===== config.mk =====
export PLATFORM = sky130hd
export DESIGN_NAME = comment_skipping_integer_lexer_top
export DESIGN_NICKNAME = d
export VERILOG_FILES = /design/src/sv/cisl_pkg.sv /design/src/sv/cisl_pos.sv /design/src/sv/cisl_scan.sv /design/src/sv/comment_skipping_integer_lexer_top.sv
export SDC_FILE = /design/constraint.sdc
export NUM_CORES = 1
export LEC_CHECK = 0
export ABC_AREA = 1
export BUFFER_PORTS_ARGS = -buffer_cell sky130_fd_sc_hd__buf_2
export CORE_MARGIN = 2
export CORE_UTILIZATION = 35
export CTS_CLUSTER_DIAMETER = 200
export DETAILED_ROUTE_END_ITERATION = 10
export PLACE_DENSITY = 0.54
export SETUP_SLACK_MARGIN = 0.05
export SLEW_MARGIN = 15
export SYNTH_ARGS = -nofsm -noshare
export SYNTH_HDL_FRONTEND = slang
export SYNTH_SLANG_ARGS = --single-unit

===== constraint.sdc =====
create_clock -name clk -period 6.8 [get_ports clk]
set_clock_uncertainty 0.15 [all_clocks]
set_input_delay 1.36 -clock clk [delete_from_list [all_inputs] [get_ports clk]]
set_output_delay 1.36 -clock clk [all_outputs]
set_load 0.01 [all_outputs]

===== src/sv/cisl_pkg.sv =====
// cisl_pkg: types and constants shared by the comment skipping integer lexer.
// No dependencies.
`timescale 1ns / 1ps

package cisl_pkg;

	localparam int OUT_W = 24;   // width of every result field but kind
	localparam int EXT_W = 48;   // width the counters are extended to before the result fields take their low bits

	localparam logic [7:0] CH_LF    = 8'h0A;
	localparam logic [7:0] CH_CR    = 8'h0D;
	localparam logic [7:0] CH_TAB   = 8'h09;
	localparam logic [7:0] CH_SLASH = 8'h2F;
	localparam logic [7:0] CH_STAR  = 8'h2A;
	localparam logic [7:0] CH_ZERO  = 8'h30;
	localparam logic [7:0] CH_NINE  = 8'h39;

	localparam logic [3:0] TAB_STOP = 4'd8;

	localparam logic KIND_INT     = 1'b0;
	localparam logic KIND_UNTERM  = 1'b1;

	typedef enum logic [2:0] {
		MODE_NORMAL,
		MODE_SLASH,
		MODE_LINE,
		MODE_BLOCK,
		MODE_STAR,
		MODE_DIGITS
	} mode_t;

	typedef struct packed {
		logic             kind;
		logic [OUT_W-1:0] line;
		logic [OUT_W-1:0] column;
		logic [OUT_W-1:0] offset;
		logic [OUT_W-1:0] count;
	} result_t;

endpackage


===== src/sv/cisl_pos.sv =====
// cisl_pos: line, column and byte offset counters with saturation.
// Depends on cisl_pkg.
`timescale 1ns / 1ps

module cisl_pos #(
	parameter int CW = 24
) (
	input  logic          clk,
	input  logic          arst_n,
	input  logic          take,
	input  logic [7:0]    text_byte,
	input  logic          is_final,
	output logic [CW-1:0] cur_line,
	output logic [CW-1:0] cur_col,
	output logic [CW-1:0] cur_off,
	output logic [CW-1:0] nxt_line,
	output logic [CW-1:0] nxt_col,
	output logic [CW-1:0] nxt_off
);

	localparam logic [CW-1:0] ONE = CW'(1);

	logic [CW-1:0] line_q, col_q, off_q;
	logic [CW:0]   tab_sum;

	function automatic logic [CW-1:0] sat_inc(input logic [CW-1:0] x);
		return (x == {CW{1'b1}}) ? x : x + ONE;
	endfunction

	assign cur_line = line_q;
	assign cur_col  = col_q;
	assign cur_off  = off_q;

	// next tab stop: col + 8 - col mod 8
	assign tab_sum = {1'b0, col_q}
		+ (CW+1)'(cisl_pkg::TAB_STOP - {1'b0, col_q[2:0]});

	always_comb begin
		nxt_line = line_q;
		nxt_off  = sat_inc(off_q);
		case (text_byte)
			cisl_pkg::CH_LF: begin
				nxt_line = sat_inc(line_q);
				nxt_col  = ONE;
			end
			cisl_pkg::CH_CR: nxt_col = ONE;
			cisl_pkg::CH_TAB: nxt_col = tab_sum[CW] ? {CW{1'b1}} : tab_sum[CW-1:0];
			default: nxt_col = sat_inc(col_q);
		endcase
	end

	always_ff @(posedge clk or negedge arst_n) begin
		if (!arst_n) begin
			line_q <= ONE;
			col_q  <= ONE;
			off_q  <= '0;
		end else if (take) begin
			if (is_final) begin
				line_q <= ONE;
				col_q  <= ONE;
				off_q  <= '0;
			end else begin
				line_q <= nxt_line;
				col_q  <= nxt_col;
				off_q  <= nxt_off;
			end
		end
	end

endmodule


===== src/sv/cisl_scan.sv =====
// cisl_scan: comment and digit-run scanner; decides the result of each byte.
// Depends on cisl_pkg; takes positions from cisl_pos.
`timescale 1ns / 1ps

module cisl_scan #(
	parameter int CW = 24
) (
	input  logic              clk,
	input  logic              arst_n,
	input  logic              take,
	input  logic [7:0]        text_byte,
	input  logic              is_final,
	input  logic [CW-1:0]     cur_line,
	input  logic [CW-1:0]     cur_col,
	input  logic [CW-1:0]     cur_off,
	input  logic [CW-1:0]     nxt_line,
	input  logic [CW-1:0]     nxt_col,
	input  logic [CW-1:0]     nxt_off,
	output logic              emit,
	output cisl_pkg::result_t res
);

	localparam int EXT_W = cisl_pkg::EXT_W;

	cisl_pkg::mode_t mode_q, mode_nx;
	logic [CW-1:0] rs_line_q, rs_col_q, rs_off_q, rlen_q;
	logic [CW-1:0] rs_line_nx, rs_col_nx, rs_off_nx, rlen_nx;
	logic          is_dig, start_run, end_run;
	logic [EXT_W-1:0] e_line, e_col, e_off, e_cnt;

	assign is_dig = (text_byte >= cisl_pkg::CH_ZERO) && (text_byte <= cisl_pkg::CH_NINE);

	function automatic cisl_pkg::mode_t scan_plain(input logic [7:0] c, input logic dig);
		if (c == cisl_pkg::CH_SLASH) return cisl_pkg::MODE_SLASH;
		else if (dig) return cisl_pkg::MODE_DIGITS;
		else return cisl_pkg::MODE_NORMAL;
	endfunction

	// next state
	always_comb begin
		unique case (mode_q)
			cisl_pkg::MODE_SLASH: begin
				if (text_byte == cisl_pkg::CH_SLASH) mode_nx = cisl_pkg::MODE_LINE;
				else if (text_byte == cisl_pkg::CH_STAR) mode_nx = cisl_pkg::MODE_BLOCK;
				else mode_nx = scan_plain(text_byte, is_dig);
			end
			cisl_pkg::MODE_LINE:
				mode_nx = (text_byte == cisl_pkg::CH_LF) ? cisl_pkg::MODE_NORMAL
				                                          : cisl_pkg::MODE_LINE;
			cisl_pkg::MODE_BLOCK:
				mode_nx = (text_byte == cisl_pkg::CH_STAR) ? cisl_pkg::MODE_STAR
				                                            : cisl_pkg::MODE_BLOCK;
			cisl_pkg::MODE_STAR: begin
				if (text_byte == cisl_pkg::CH_SLASH) mode_nx = cisl_pkg::MODE_NORMAL;
				else if (text_byte == cisl_pkg::CH_STAR) mode_nx = cisl_pkg::MODE_STAR;
				else mode_nx = cisl_pkg::MODE_BLOCK;
			end
			cisl_pkg::MODE_DIGITS:
				mode_nx = is_dig ? cisl_pkg::MODE_DIGITS : scan_plain(text_byte, is_dig);
			default: mode_nx = scan_plain(text_byte, is_dig);
		endcase
	end

	// outputs
	always_comb begin
		start_run = 1'b0;
		end_run   = 1'b0;
		unique case (mode_q)
			cisl_pkg::MODE_NORMAL: start_run = is_dig;
			cisl_pkg::MODE_SLASH:
				start_run = is_dig && (text_byte != cisl_pkg::CH_SLASH)
				            && (text_byte != cisl_pkg::CH_STAR);
			cisl_pkg::MODE_DIGITS: begin
				end_run   = !is_dig;
				start_run = 1'b0;
			end
			default: start_run = 1'b0;
		endcase
	end

	always_comb begin
		rs_line_nx = rs_line_q;
		rs_col_nx  = rs_col_q;
		rs_off_nx  = rs_off_q;
		rlen_nx    = rlen_q;
		if (start_run) begin
			rs_line_nx = cur_line;
			rs_col_nx  = cur_col;
			rs_off_nx  = cur_off;
			rlen_nx    = CW'(1);
		end else if (mode_q == cisl_pkg::MODE_DIGITS && is_dig && rlen_q != {CW{1'b1}}) begin
			rlen_nx = rlen_q + CW'(1);
		end
	end

	// result: a run closed by this byte wins; otherwise end of text may report
	always_comb begin
		emit     = 1'b0;
		res.kind = cisl_pkg::KIND_INT;
		e_line   = EXT_W'(rs_line_nx);
		e_col    = EXT_W'(rs_col_nx);
		e_off    = EXT_W'(rs_off_nx);
		e_cnt    = EXT_W'(rlen_nx);
		if (end_run) begin
			emit   = 1'b1;
			e_line = EXT_W'(rs_line_q);
			e_col  = EXT_W'(rs_col_q);
			e_off  = EXT_W'(rs_off_q);
			e_cnt  = EXT_W'(rlen_q);
		end else if (is_final) begin
			if (mode_nx == cisl_pkg::MODE_BLOCK || mode_nx == cisl_pkg::MODE_STAR) begin
				emit     = 1'b1;
				res.kind = cisl_pkg::KIND_UNTERM;
				e_line   = EXT_W'(nxt_line);
				e_col    = EXT_W'(nxt_col);
				e_off    = EXT_W'(nxt_off);
				e_cnt    = '0;
			end else if (mode_nx == cisl_pkg::MODE_DIGITS) begin
				emit = 1'b1;
			end
		end
		res.line   = e_line[cisl_pkg::OUT_W-1:0];
		res.column = e_col[cisl_pkg::OUT_W-1:0];
		res.offset = e_off[cisl_pkg::OUT_W-1:0];
		res.count  = e_cnt[cisl_pkg::OUT_W-1:0];
	end

	always_ff @(posedge clk or negedge arst_n) begin
		if (!arst_n) begin
			mode_q    <= cisl_pkg::MODE_NORMAL;
			rs_line_q <= '0;
			rs_col_q  <= '0;
			rs_off_q  <= '0;
			rlen_q    <= '0;
		end else if (take) begin
			if (is_final) begin
				mode_q    <= cisl_pkg::MODE_NORMAL;
				rs_line_q <= '0;
				rs_col_q  <= '0;
				rs_off_q  <= '0;
				rlen_q    <= '0;
			end else begin
				mode_q    <= mode_nx;
				rs_line_q <= rs_line_nx;
				rs_col_q  <= rs_col_nx;
				rs_off_q  <= rs_off_nx;
				rlen_q    <= rlen_nx;
			end
		end
	end

endmodule


===== src/sv/comment_skipping_integer_lexer_top.sv =====
// comment_skipping_integer_lexer_top: streaming integer lexer with comment skipping.
// Depends on cisl_pkg, cisl_pos and cisl_scan.
`timescale 1ns / 1ps

// One source byte is taken per clock; a token or error appears on the output
// register the cycle after the byte that produces it, and the input keeps
// flowing while that result waits, stalling only when a held result is not
// taken. Throughput is one byte per cycle, set by the single scanner/position
// update between the state registers and the result register. Whitespace,
// line and block comments produce nothing; a digit run yields one token when
// it ends; end of text inside a block comment yields an error. All counters
// saturate at 2^COUNTER_WIDTH-1, and the result fields carry their low 24 bits.
module comment_skipping_integer_lexer_top #(
	parameter int COUNTER_WIDTH = 24
) (
	input  logic        clk,
	input  logic        arst_n,
	input  logic        in_valid,
	output logic        in_stall,
	input  logic [7:0]  text_byte,
	input  logic        is_final,
	output logic        out_valid,
	input  logic        out_stall,
	output logic        kind,
	output logic [23:0] start_line,
	output logic [23:0] start_column,
	output logic [23:0] start_offset,
	output logic [23:0] digit_count
);

	localparam int CW = COUNTER_WIDTH;

	logic              take, emit;
	logic [CW-1:0]     cur_line, cur_col, cur_off, nxt_line, nxt_col, nxt_off;
	cisl_pkg::result_t res, res_q;
	logic              out_valid_q;

	assign in_stall = out_valid_q && out_stall;
	assign take     = in_valid && !in_stall;

	cisl_pos #(.CW(CW)) u_pos (
		.clk       (clk),
		.arst_n    (arst_n),
		.take      (take),
		.text_byte (text_byte),
		.is_final  (is_final),
		.cur_line  (cur_line),
		.cur_col   (cur_col),
		.cur_off   (cur_off),
		.nxt_line  (nxt_line),
		.nxt_col   (nxt_col),
		.nxt_off   (nxt_off)
	);

	cisl_scan #(.CW(CW)) u_scan (
		.clk       (clk),
		.arst_n    (arst_n),
		.take      (take),
		.text_byte (text_byte),
		.is_final  (is_final),
		.cur_line  (cur_line),
		.cur_col   (cur_col),
		.cur_off   (cur_off),
		.nxt_line  (nxt_line),
		.nxt_col   (nxt_col),
		.nxt_off   (nxt_off),
		.emit      (emit),
		.res       (res)
	);

	// result register: reloads whenever a byte is taken, drains on transfer
	always_ff @(posedge clk or negedge arst_n) begin
		if (!arst_n) begin
			out_valid_q <= 1'b0;
		end else if (take) begin
			out_valid_q <= emit;
		end else if (!out_stall) begin
			out_valid_q <= 1'b0;
		end
	end

	always_ff @(posedge clk) begin
		if (take && emit) begin
			res_q <= res;
		end
	end

	assign out_valid    = out_valid_q;
	assign kind         = res_q.kind;
	assign start_line   = res_q.line;
	assign start_column = res_q.column;
	assign start_offset = res_q.offset;
	assign digit_count  = res_q.count;

endmodule


### After elaboration in Yosys (flattened, before gate mapping)

Cells that the tools add are included.
W data, S select, Z words.

* flip-flop bits (word level): 269
* bits of input ports: 13
* output and inout bits: 99

* $add $sub $neg: 6
* magnitude comparators: 2
* equality and inequality tests: 20
* muxes and demuxes: 50
* bitwise gates (word level): 1
* reduce and logical (&&, ||, !) cells: 14

Operator list (count)
* $mux W24: 29
* $add A24 B1 Y24 const B: 4
* $eq A24 B24 Y1 const B: 3
* $pmux W24 S2: 1
* $add A24 B25 Y25: 1
* $eq A8 B4 Y1 const B: 3
* $mux W3: 8
* $ne A24 B24 Y1 const B: 1
* $eq A8 B6 Y1 const B: 2
* $ne A8 B6 Y1 const B: 2
* $pmux W3 S5: 1
* $eq A3 B3 Y1 const B: 4
* $eq A3 B2 Y1 const B: 3
* $mux W1: 9
* $ge A8 B6 Y1 const B: 1
* $le A8 B6 Y1 const B: 1
* $logic_and A1 B1 Y1: 8
* $sub A4 B3 Y5 const A: 1
* $reduce_or A2 Y1: 2
* $eq A3 B1 Y1 const B: 1
* $logic_not A3 Y1: 1
* $logic_not A1 Y1: 2
* $mux W2: 1
* $ne A2 B1 Y1 const B: 1
* 3 further kinds: 3

### Longest topological paths before layout

Gate-level depths: netlist (run 1).

* depth after elaboration: 12
* gate-level depth with buffers: 17

### Hierarchy

Synthesis (run 1) repeated with hierarchy kept, for this count alone.

* cell total of the unflattened synthesis: 2332
* area total of the unflattened synthesis: 16748.6 um^2

Modules (own cells, without submodules)
* cisl_scan: instances 1, cells each 1237, area an instance 7572.3 um^2
* cisl_pos: instances 1, cells each 989, area an instance 6199.7 um^2
* comment_skipping_integer_lexer_top: instances 1, cells each 106, area an instance 2976.6 um^2

### Least setup slack after synthesis (run 1)

OpenSTA, ideal clock, no wires.

* path kind: input port to flip-flop
* from: input port text_byte[6]
* to: register res_q, in the netlist digit_count[0] (enable)
* setup time: 553 ps
* data arrival time: 6211 ps
* required time: 6097 ps
* slack: -115 ps
* cell stages on the path: 11
* path buffers: 0
* cells stage by stage: inv_1 nand2_1 nor2_1 nand2_1 nand2_1 nand2_1 nand3_1 nand2_1 nand2_1 a21oi_1 nor2_1

* longest elaborated chain between the ends: 12
* elaborated cells between the ends (all ways): 27

RTL lines
* from (decl): line comment_skipping_integer_lexer_top.sv:20 `input logic [7:0] text_byte,`
* $ge A8 B6 Y1 / $le A8 B6 Y1 (equally long branches): line cisl_scan.sv:31 `assign is_dig = (text_byte >= cisl_pkg::CH_ZERO) && (text_byte <= cisl_pkg::CH_NINE);`
* $logic_and A1 B1 Y1: line cisl_scan.sv:31
* $mux W3: line cisl_scan.sv:35 `else if (dig) return cisl_pkg::MODE_DIGITS;`
* $mux W3: line cisl_scan.sv:44 `else if (text_byte == cisl_pkg::CH_STAR) mode_nx = cisl_pkg::MODE_BLOCK;`
* $mux W3: line cisl_scan.sv:43 `if (text_byte == cisl_pkg::CH_SLASH) mode_nx = cisl_pkg::MODE_LINE;`
* $pmux W3 S5: line cisl_scan.sv:41 `unique case (mode_q)`
* $eq A3 B3 Y1, or another cell as far along: line cisl_scan.sv:118 `end else if (mode_nx == cisl_pkg::MODE_DIGITS) begin`
* $mux W1 / $logic_or A1 B1 Y1 (equally long branches): line cisl_scan.sv:118, cisl_scan.sv:111
* $mux W1: line cisl_scan.sv:111 `if (mode_nx == cisl_pkg::MODE_BLOCK || mode_nx == cisl_pkg::MODE_STAR) begin`
* $mux W1: line cisl_scan.sv:110 `end else if (is_final) begin`
* $mux W1 *: line cisl_scan.sv:104 `if (end_run) begin`
* $logic_and A1 B1 Y1 *: line comment_skipping_integer_lexer_top.sv:83 `if (take && emit) begin`
* to (signal assigned): line comment_skipping_integer_lexer_top.sv:84 `res_q <= res;`
* to (decl): line comment_skipping_integer_lexer_top.sv:35 `cisl_pkg::result_t res, res_q;`

Every way passes the cells marked *; elsewhere a longest branch is shown, timed or not.
A chain may end at the register's enable or synchronous reset.

==> flow_metrics.py, run 1 <==
metrics = {
    "status": {
        "outcome": "complete, no violations",
    },
    "critical_path": {
        "path_cells": "buf_2 -> inv_1 -> nand2_1 -> nor2_2 -> nand2_2 -> nand2_1 -> nand3_1 -> nand2_1 -> nand2_1 -> nand2_4 -> buf_4 -> nand2_1 -> o21ai_0 -> inv_1",
        "crit_fanout": 62,
        "r2r_slack_ns": 3.35,
        "cp_slowest_cell": "nand2_4",
        "arrival_ns": 3.86,
        "cp_common_cell": "nand2_1",
        "path_depth": 14,
        "required_ns": 6.98,
        "cp-endpoint": "start_offset[2]",
        "reg2reg_to": "start_column[10]",
        "reg2reg_depth": 16,
        "crit_buf_inv": 4,
        "cp-end-kind": "flip-flop",
        "crit_family": "simple AND/OR/NAND/NOR gates",
        "crit_path_start_kind": "input pin",
        "slowest_delay_ns": 0.59,
        "criticalPathCategory": "in -> reg",
        "cp-startpoint": "text_byte[2]",
        "reg2reg_from": "u_pos.cur_col[0]",
    },
    "sta": {
        "period_share_pct": 54.1,
        "min_period_ns": 3.68,
        "worst_pin_slew_ns": 1.05,
        "max_freq_mhz": 272,
        "finalSetupViolations": 0,
        "worst_slack_ns": 3.12,
        "hold_viol_final": 0,
        "fin_setup_tns_ns": 0,
        "drv_slew": 0,
        "grt_setup_unrepaired": "false",
        "maxSlewHeadroom_pct": 29.7,
        "whs_ns": 0.339,
    },
    "cells_and_area": {
        "antennaDiodeCount": 0,
        "area_delta_synth_final_pct": 13.0,
        "drive_gt1_share_pct": 10.3,
        "final_cell_mix": "702 x nand2_1, 255 x inv_1, 170 x dfrtp_1, 154 x o21ai_0, 146 x nor2_1",
        "mostFrequentLayoutCell": "nand2_1",
        "layout.nets": 2178,
        "nFillCells": 4668,
        "final_area_um2": 17600,
    },
    "global_route": {
        "grt_pass1_vias": 13675,
        "grt_max_degree": 108,
        "grt_pass1_wl_mm": 73.6,
        "antenna_found_initial": 0,
        "grt.total_usage_pct": 19.3,
        "grt_overflow": 0,
    },
    "pwr": {
        "p_leak_nw": 8.65,
        "irDropWorstVdd_v": 0.000163,
        "powerDensity_nw_per_um2": 257,
    },
    "clocking": {
        "path_clk_slew_ns": 0.06,
        "insertion_delay_ns": 0.58,
        "h-tree-depth": 1,
        "clkSinkCount": 269,
        "cts_setup_buffers": 0,
        "clk_path_buf_depth": 3,
        "cts-resized-gates": 0,
        "cts_tree": "yes",
        "cts_root_buffer": "clkbuf_16",
        "cts_buffers": 30,
        "holdBufCountCts": 0,
    },
    "synthesis": {
        "synth_flop_cell": "dfrtp_1",
        "netlist_area_um2": 15600,
        "synth_xor_area_share_pct": 3.64,
        "ys_ff_latch": 269,
        "synthSimpleGateAreaFrac_pct": 28.3,
        "yosysSeqAreaShare_pct": 46.2,
        "synth_adder_area_share_pct": 0.641,
        "synthArstFlopShare_pct": 63.9,
        "synthMuxAreaShare_pct": 0,
        "avgSynthCellArea_um2": 7.46,
        "synth_top_family_by_area": "simple AND/OR/NAND/NOR gates",
        "synth_edf_count": 97,
        "yosysWarnings": 0,
        "synth_compound_area_share_pct": 11.7,
        "synth.distinct_cells": 43,
        "syn-instance-count": 2093,
        "syn_nets": 2114,
    },
    "drt": {
        "drc_errors": 0,
        "viasPerCell": 4.96,
        "vias": 13746,
        "drtAntennaViolNets": 0,
        "first_pass_iters": 5,
        "drt-initial-drc-count": 852,
        "wl_per_cell_um": 16.1,
        "routed_wirelength_mm": 44.7,
    },
    "placed_design": {
        "port_buffers": 111,
        "dp_slack_ns": 2.54,
        "dpl-instance-area_um2": 16600,
        "hpwl_mm": 29.7,
        "gp_congestion": 0.919,
    },
    "floorplan": {
        "die_w_um": 215,
        "initial_core_util_pct": 35.4,
        "coreArea_um2": 44100,
        "die_h_um": 215,
        "dieArea_um2": 46300,
        "rows": 77,
        "pin_count": 112,
    },
    "flow_run": {
        "cap_viol_max_count": 0,
    },
    "worst_hold_path": {
        "hp-class": "reg -> reg",
    },
}
==> area by class of cell <==
cell class / instances / area (um2) / area share [%]
clock buffers: 35 / 791 / 4.48
clock inverters: 21 / 226 / 1.28
inverters: 266 / 1000 / 5.68
multi-input cells: 1465 / 6960 / 39.4
flip-flops and latches: 269 / 7220 / 40.9
well taps: 592 / 741 / 4.20
repair buffers: 125 / 704 / 3.99
==> Yosys cell counts, types with 2 or more instances <==
master | n | area, um2
o21ai_2 | 9 | 78.8
nor3_2 | 4 | 40.0
clkbuf_1 | 47 | 176
nor2_1 | 148 | 556
edfxtp_1 | 97 | 2910
a22o_1 | 5 | 43.8
buf_6 | 7 | 78.8
nor2_2 | 5 | 31.3
nor3_1 | 25 | 125
xor2_1 | 56 | 490
clkinv_1 | 2 | 7.51
o21ai_0 | 154 | 771
inv_2 | 7 | 26.3
buf_4 | 9 | 67.6
a21oi_1 | 28 | 140
ha_1 | 8 | 100
nand2_2 | 7 | 43.8
nand3b_1 | 2 | 15.0
nand2_4 | 2 | 22.5
nand2_1 | 704 | 2640
dfstp_2 | 2 | 52.6
o211ai_1 | 2 | 15.0
o21a_1 | 7 | 52.6
or2_2 | 4 | 25.0
o21ai_1 | 17 | 85.1
o22ai_1 | 101 | 632
buf_2 | 27 | 135
nor4_1 | 3 | 18.8
xnor2_1 | 9 | 78.8
dfrtp_1 | 170 | 4250
nor3b_2 | 2 | 25.0
nor3_4 | 2 | 32.5
nand3_1 | 137 | 686
inv_1 | 256 | 961
nand4_1 | 20 | 125
==> where the power goes <==
group | internal, W | switching (W) | total [W]
Sequential | 0.00189 | 0.0000834 | 0.00198
Clock | 0.00101 | 0.000689 | 0.00170
Combinational | 0.000258 | 0.000602 | 0.000860
==> worst min-delay path by stage <==
stage / startpoint / end / cells past startpoint / slack [ns]
floorplan: u_scan.rlen_q[21] / u_scan.rlen_q[21] / 2 / 0.30
global placement: u_scan.rlen_q[21] / u_scan.rlen_q[21] / 2 / 0.32
detailed placement: u_scan.rlen_q[21] / u_scan.rlen_q[21] / 2 / 0.32
CTS: u_scan.rlen_q[21] / u_scan.rlen_q[21] / 2 / 0.34
global route: u_scan.rlen_q[21] / u_scan.rlen_q[21] / 2 / 0.38
finish: u_scan.rlen_q[21] / u_scan.rlen_q[21] / 2 / 0.34
==> metrics by stage <==
stage,utilization (%),total power [W],std cells
floorplan,-,0.00254,2093
global placement,37.7,0.00286,2717
detailed placement,37.7,0.00288,2717
CTS,40.0,0.00460,2773
global route,40.0,0.00478,2773
finish,40.0,0.00454,2773
==> routing by layer <==
layer | vias up | wire length (um) | global-route usage (%) | share of wire, %
met5 | - | 0 | 0 | 0
met4 | 0 | 673 | 4.60 | 1.5
met3 | 45 | 1880 | 2.60 | 4.2
met2 | 284 | 20500 | 31.3 | 46
met1 | 6511 | 21700 | 27.3 | 48
li1 | 6906 | - | - | -
==> flip-flops by register name, indices dropped and copies added, names as in the netlist <==
name and flops:
digit_count 24, start_column 24, start_line 24, start_offset 24, u_pos.cur_col 24, u_pos.cur_line 24
u_pos.cur_off 24, u_scan.rlen_q 24, u_scan.rs_col_q 24, u_scan.rs_line_q 24, u_scan.rs_off_q 24, u_scan.mode_q 3
kind 1, out_valid 1
==> tightest hold or removal path, cell delays in order (launching register included) <==
cell     delay (ns)
dfrtp_1        0.34
nand2_1        0.05
nand2_1        0.06
==> cell families (layout without fill, tap and decap cells) <==
| kind of cell | Yosys count | after routing |
|---|---|---|
| compound gates | 324 | 324 |
| xor+xnor | 65 | 65 |
| fa+ha+maj | 8 | 8 |
| buf+inv | 359 | 447 |
| flops | 269 | 269 |
| simple gates | 1068 | 1068 |
(Power assumes the default switching activity.)
==> run 2: changes to the inputs <==
Settings changed: ABC_AREA 1 to 0, PLACE_DENSITY 0.54 to 0.56.
Clock period 6.8 ns to 3.3 ns, I/O delays scaled along.
==> run 2 against run 1 <==
Global-route usage is 0.82 points higher. Setup slack worse by 2.9 ns. Wire length is 0.93% higher. Power is 80% higher. Synthesized area is 2.9% lower. Worst hold slack worse by 0.094 ns. Core utilization is 2.3 points higher. Non-clock buffer count is 127 higher. Sequential power is 89% higher. Critical path type is now reg -> reg. Critical endpoint is now start_column[17].
==> flow_metrics.py, run 2 <==
metrics = {
    "floorplan": {
        "pin_count": 112,
        "initial_core_util_pct": 35.4,
        "coreArea_um2": 42900,
        "die_w_um": 212,
        "die_h_um": 212,
        "dieArea_um2": 45000,
        "rows": 76,
    },
    "synthesis": {
        "ys_ff_latch": 269,
        "yosysSeqAreaShare_pct": 47.6,
        "syn_nets": 1695,
        "ys_top_cells_by_count": "232 x nand2_1, 201 x o21ai_0, 170 x dfrtp_1, 118 x clkbuf_1, 100 x a22oi_1",
        "synth_flop_cell": "dfrtp_1",
        "synth_adder_area_share_pct": 0.660,
        "synthSimpleGateAreaFrac_pct": 18.4,
        "synth_area_leaders": "dfrtp_1 28%, edfxtp_1 19%, o21ai_0 6.6%",
        "yosysMostFrequentCell": "nand2_1",
        "avgSynthCellArea_um2": 9.06,
        "synth_area_leader_cell": "dfrtp_1",
        "synthMuxAreaShare_pct": 1.60,
        "yosysWarnings": 0,
        "synth.distinct_cells": 84,
        "synth_edf_count": 97,
        "syn-instance-count": 1674,
        "synth_compound_area_share_pct": 23.2,
        "synthArstFlopShare_pct": 63.9,
        "synth_top_area_share_pct": 28.1,
        "netlist_area_um2": 15200,
        "synth_xor_area_share_pct": 3.18,
        "synth_top_family_by_area": "compound AO/OA/AOI/OAI gates",
    },
    "global_route": {
        "grt_max_degree": 78,
        "antenna_found_initial": 0,
        "grt.total_usage_pct": 20.1,
        "grt_pass1_wl_mm": 72.4,
        "grt_pass1_vias": 12714,
        "grt_overflow": 0,
    },
    "cells_and_area": {
        "drive_gt1_share_pct": 19.1,
        "final_cell_mix": "231 x nand2_1, 200 x o21ai_0, 170 x dfrtp_1, 129 x buf_4, 109 x buf_2",
        "mostFrequentLayoutCell": "nand2_1",
        "antennaDiodeCount": 0,
        "layout.nets": 1816,
        "final_area_um2": 18100,
        "area_delta_synth_final_pct": 19.6,
        "nFillCells": 4255,
    },
    "worst_hold_path": {
        "hp-class": "in -> reg",
    },
    "sta": {
        "finalSetupViolations": 0,
        "max_freq_mhz": 321,
        "maxSlewHeadroom_pct": 43.1,
        "worst_pin_slew_ns": 0.853,
        "worst_slack_ns": 0.182,
        "period_share_pct": 94.5,
        "min_period_ns": 3.12,
        "hold_viol_final": 0,
        "grt_setup_unrepaired": "false",
        "drv_slew": 0,
    },
    "critical_path": {
        "crit_buf_inv": 1,
        "required_ns": 3.47,
        "arrival_ns": 3.29,
        "crit_path_start_kind": "flip-flop",
        "criticalPathCategory": "reg -> reg",
        "path_cells": "buf_4 -> ha_1 -> nand3_1 -> or4_1 -> o21ai_0 -> nor3_1 -> xor2_1 -> a221oi_2 -> a21oi_1",
        "crit_fanout": 10,
        "slowest_delay_ns": 0.62,
        "crit_family": "simple AND/OR/NAND/NOR gates",
        "cp_slowest_cell": "or4_1",
        "cp-end-kind": "flip-flop",
    },
    "drt": {
        "first_pass_iters": 6,
        "drtAntennaViolNets": 0,
        "wl_per_cell_um": 18.8,
        "drt-initial-drc-count": 1015,
        "drc_errors": 0,
        "routed_wirelength_mm": 45.1,
        "viasPerCell": 5.56,
        "vias": 13373,
    },
    "clocking": {
        "path_clk_slew_ns": 0.06,
        "clk_path_buf_depth": 3,
        "cts_root_buffer": "clkbuf_16",
        "insertion_delay_ns": 0.58,
        "cts_tree": "yes",
        "h-tree-depth": 1,
        "clkSinkCount": 269,
        "cts_buffers": 31,
    },
    "pwr": {
        "clockPowerShare_pct": 45.2,
        "p_sw_w": 0.00203,
        "p_leak_nw": 6.77,
        "combPwrFrac_pct": 9.1,
        "irDropWorstVdd_v": 0.000427,
        "powerDensity_nw_per_um2": 451,
        "switching_share_pct": 24.8,
        "internal_power_w": 0.00614,
        "seq_power_share_pct": 45.7,
    },
    "placed_design": {
        "gp_congestion": 0.904,
        "dp_slack_ns": -0.128,
        "hpwl_mm": 29.9,
        "port_buffers": 111,
        "dpl-instance-area_um2": 17000,
    },
    "flow_run": {
        "cap_viol_max_count": 0,
    },
    "status": {
        "outcome": "complete, no violations",
    },
}
-- run 2: final timing paths --
path	depth (start not counted)	slack, ns	start	to
setup / recovery	9	0.18	u_pos.cur_col[0]	start_column[17]
hold / removal	3	0.25	out_stall	out_valid
setup reg to reg	9	0.18	u_pos.cur_col[0]	start_column[17]
hold reg to reg	2	0.33	u_scan.rs_col_q[4]	u_scan.rs_col_q[4]
max in group asynchronous	3	1.65	arst_n	u_pos.cur_col[17]
min in group asynchronous	2	0.51	arst_n	u_scan.rs_line_q[0]
-- run 2: routing by layer --
| layer | part of all wire [%] | global-route usage [%] | up-vias |
|---|---|---|---|
| li1 | - | - | 6423 |
| met1 | 47 | 29.0 | 6537 |
| met2 | 46 | 32.0 | 359 |
| met3 | 5.6 | 2.92 | 54 |
| met4 | 1.6 | 4.40 | 0 |
| met5 | 0 | 0 | - |
-- run 2: power groups by stage --
stage          Sequential [W]  Clock, W  Combinational (W)
6_report              0.00374   0.00369           0.000741
5_1_grt               0.00376   0.00395           0.000835
4_1_cts               0.00373   0.00380           0.000742
3_5_place_dp          0.00380         0           0.000738
3_3_place_gp          0.00379         0           0.000726
2_1_floorplan         0.00371         0           0.000547
-- run 2: repair_timing --
| action | 4_1_cts | 5_1_grt |
|---|---|---|
| pin swaps | 0 | 5 |
| hold buffers | 1 | 0 |
| cloned | 0 | 0 |
| endpoints found under the hold margin | 60 | 0 |
| setup buffers | 0 | 1 |
| endpoints found under the setup margin | 2 | 7 |
| resized for setup | 2 | 8 |
-- run 2: cell families after synthesis --
| kind of cell | after synthesis |
|---|---|
| muxes | 24 |
| adders and majority gates | 8 |
| buffers and inverters | 185 |
| AOI/OAI and AO/OA | 555 |
| xor gates and xnor gates | 55 |
| and+or+nand+nor | 578 |
| DFF | 269 |
-- run 2: area by class of cell --
type,count,area (um2),share of cell area (%)
Clock buffer,39,836,4.61
Clock inverter,19,263,1.45
Inverter,21,78.8,0.435
Multi-Input combinational cell,1220,7230,39.9
Sequential cell,269,7220,39.8
Tap cell,585,732,4.04
Timing Repair Buffer,252,1780,9.79
-- run 2: worst reg2reg max path, stage by stage, from the launching register on --
cell and delay, ns:
dfstp_2 0.54, buf_4 0.17, ha_1 0.18, nand3_1 0.11, or4_1 0.62, o21ai_0 0.35, nor3_1 0.11, xor2_1 0.17
a221oi_2 0.36, a21oi_1 0.10
-- run 2: through the flow --
step | hold WS [ns] | total power (W) | TNS, ns | util (%) | cells
final | 0.245 | 0.00817 | 0 | 42.3 | 2405
after global routing | 0.248 | 0.00854 | 0 | 42.3 | 2405
after CTS | 0.218 | 0.00827 | 0 | 42.2 | 2404
after detailed placement | 0.320 | 0.00453 | -1.76 | 39.6 | 2345
after global placement | 0.312 | 0.00452 | -0.811 | 39.6 | 2345
after floorplan | 0.214 | 0.00426 | -87.11 | - | 1674
==> run 3: changes to the inputs <==
Settings changed: PLACE_DENSITY 0.56 to 0.62.
==> run 3 against run 2 <==
Sequential cell count unchanged. Critical endpoint is now start_column[12]. Sequential power about the same. Critical path type unchanged. Fmax decreased by 0.37%. First-iteration DRC count increased by 33%. Combinational power increased by 2%. Highest routed layer unchanged. Global-route usage about the same. Largest power group unchanged.
==> flow_metrics.py, run 3 (same netlist as run 2, synthesis figures left out) <==
metrics = {
    "sta": {
        "max_freq_mhz": 320,
        "period_share_pct": 94.8,
        "maxSlewHeadroom_pct": 46.5,
        "drv_slew": 0,
        "min_period_ns": 3.13,
        "worst_slack_ns": 0.171,
        "finalSetupViolations": 0,
        "worst_pin_slew_ns": 0.796,
        "grt_setup_unrepaired": "true",
        "hold_viol_final": 0,
    },
    "global_route": {
        "grt_overflow": 0,
        "antenna_found_initial": 3,
        "grt.total_usage_pct": 20.1,
        "grt_pass1_wl_mm": 72.0,
        "grt_max_degree": 60,
        "grt_pass1_vias": 12798,
    },
    "clocking": {
        "cts_tree": "yes",
        "cts_buffers": 31,
        "clk_path_buf_depth": 3,
        "clkSinkCount": 269,
        "path_clk_slew_ns": 0.06,
        "h-tree-depth": 1,
        "insertion_delay_ns": 0.59,
        "cts_root_buffer": "clkbuf_16",
    },
    "critical_path": {
        "arrival_ns": 3.30,
        "crit_buf_inv": 4,
        "cp_slowest_cell": "dfstp_2",
        "slowest_delay_ns": 0.57,
        "cp-end-kind": "flip-flop",
        "reg2reg_from": "u_pos.cur_col[0]",
        "crit_path_start_kind": "flip-flop",
        "crit_family": "buffers and inverters",
        "required_ns": 3.47,
        "criticalPathCategory": "reg -> reg",
        "crit_fanout": 7,
        "cp_common_cell": "buf_4",
        "path_cells": "inv_1 -> ha_1 -> ha_1 -> xnor2_2 -> buf_4 -> a221oi_2 -> buf_4 -> nor3_2 -> and3_2 -> buf_4 -> o31a_1",
        "cp-startpoint": "u_pos.cur_col[0]",
    },
    "pwr": {
        "powerDensity_nw_per_um2": 437,
        "irDropWorstVdd_v": 0.000325,
        "p_leak_nw": 6.83,
    },
    "floorplan": {
        "coreArea_um2": 42900,
        "initial_core_util_pct": 35.4,
        "pin_count": 112,
        "rows": 76,
        "dieArea_um2": 45000,
        "die_w_um": 212,
        "die_h_um": 212,
    },
    "status": {
        "outcome": "complete, no violations",
    },
    "drt": {
        "routed_wirelength_mm": 45.7,
        "first_pass_iters": 8,
        "drt-initial-drc-count": 1346,
        "wl_per_cell_um": 18.9,
        "vias": 13615,
        "drc_errors": 0,
        "viasPerCell": 5.62,
        "drtAntennaViolNets": 0,
    },
    "placed_design": {
        "dp_slack_ns": -0.130,
        "port_buffers": 111,
        "gp_congestion": 0.947,
        "hpwl_mm": 30.8,
        "placed_cells": 2360,
        "dpl-instance-area_um2": 17100,
    },
    "cells_and_area": {
        "fin_util_pct": 42.6,
        "area_delta_synth_final_pct": 20.6,
        "antennaDiodeCount": 0,
        "final_cell_mix": "231 x nand2_1, 201 x o21ai_0, 170 x dfrtp_1, 143 x buf_4, 109 x buf_2",
        "final_area_um2": 18300,
        "drive_gt1_share_pct": 20.1,
        "mostFrequentLayoutCell": "nand2_1",
        "fin_cells": 2423,
        "layout.nets": 1834,
    },
    "worst_hold_path": {
        "hp-class": "in -> reg",
        "min-delay-start": "out_stall",
    },
    "flow_run": {
        "cap_viol_max_count": 0,
    },
}
[run 3: cell count changes in the layout (fill, tap and decap cells not counted), sizes merged]
cell / change
clkinvlp: -2
clkinv: -2
bufinv: -4
buf: +18
clkbuf: +8
[run 3: area by class of cell]
cell class | instances | area, um2
Inverter | 21 | 78.8
Tap cell | 585 | 732
Clock inverter | 11 | 125
Fill cell | 4177 | 24600
Sequential cell | 269 | 7220
Clock buffer | 47 | 896
Timing Repair Buffer | 270 | 1960
Multi-Input combinational cell | 1220 | 7280
[run 3: worst reg2reg max path, delay by kind of cell (launching register included)]
family	cells	cell delay, ns
AOI/OAI and AO/OA	2	0.56
xor gates and xnor gates	1	0.14
adders and majority gates	2	0.54
buffers and inverters	4	0.58
DFF	1	0.57
and+or+nand+nor	2	0.31
[run 3: power breakdown]
part           total [W]  leakage, nW  switching (W)  internal, W
Combinational   0.000759         3.17       0.000440     0.000319
Clock            0.00349        0.499        0.00146      0.00203
Sequential       0.00374         3.16       0.000158      0.00358
Total            0.00799         6.83        0.00206      0.00593
[run 3: layer usage]
metal | track usage, % | vias up | part of all wire [%]
met3 | 2.36 | 56 | 6.8
met5 | 0 | - | 0
li1 | - | 6461 | -
met2 | 31.7 | 489 | 45
met1 | 29.1 | 6609 | 46
met4 | 5.34 | 0 | 2.0
[run 3: stage by stage]
stage	hold slack, ns	power (W)	TNS, ns
after floorplan	0.214	0.00426	-87.11
after global placement	0.314	0.00452	-0.724
after detailed placement	0.320	0.00455	-5.54
after CTS	0.245	0.00806	0
after global routing	0.298	0.00830	0
final	0.276	0.00799	0
[run 3: final timing paths]
path / end / slack, ns / depth (start not counted)
max: start_column[12] / 0.17 / 11
min: out_valid / 0.28 / 3
max reg2reg: start_column[12] / 0.17 / 11
min reg2reg: u_scan.rs_col_q[3] / 0.33 / 2
max in group asynchronous: u_pos.cur_col[0] / 1.71 / 3
min in group asynchronous: u_pos.cur_off[21] / 0.47 / 2
[run 3: repair_timing]
action | in CTS | in global routing
pin swaps | 0 | 2
hold buffers | 1 | 0
resized for setup | 2 | 15
setup buffers | 0 | 4
hold endpoints to repair | 56 | 0
endpoints found under the setup margin | 4 | 18
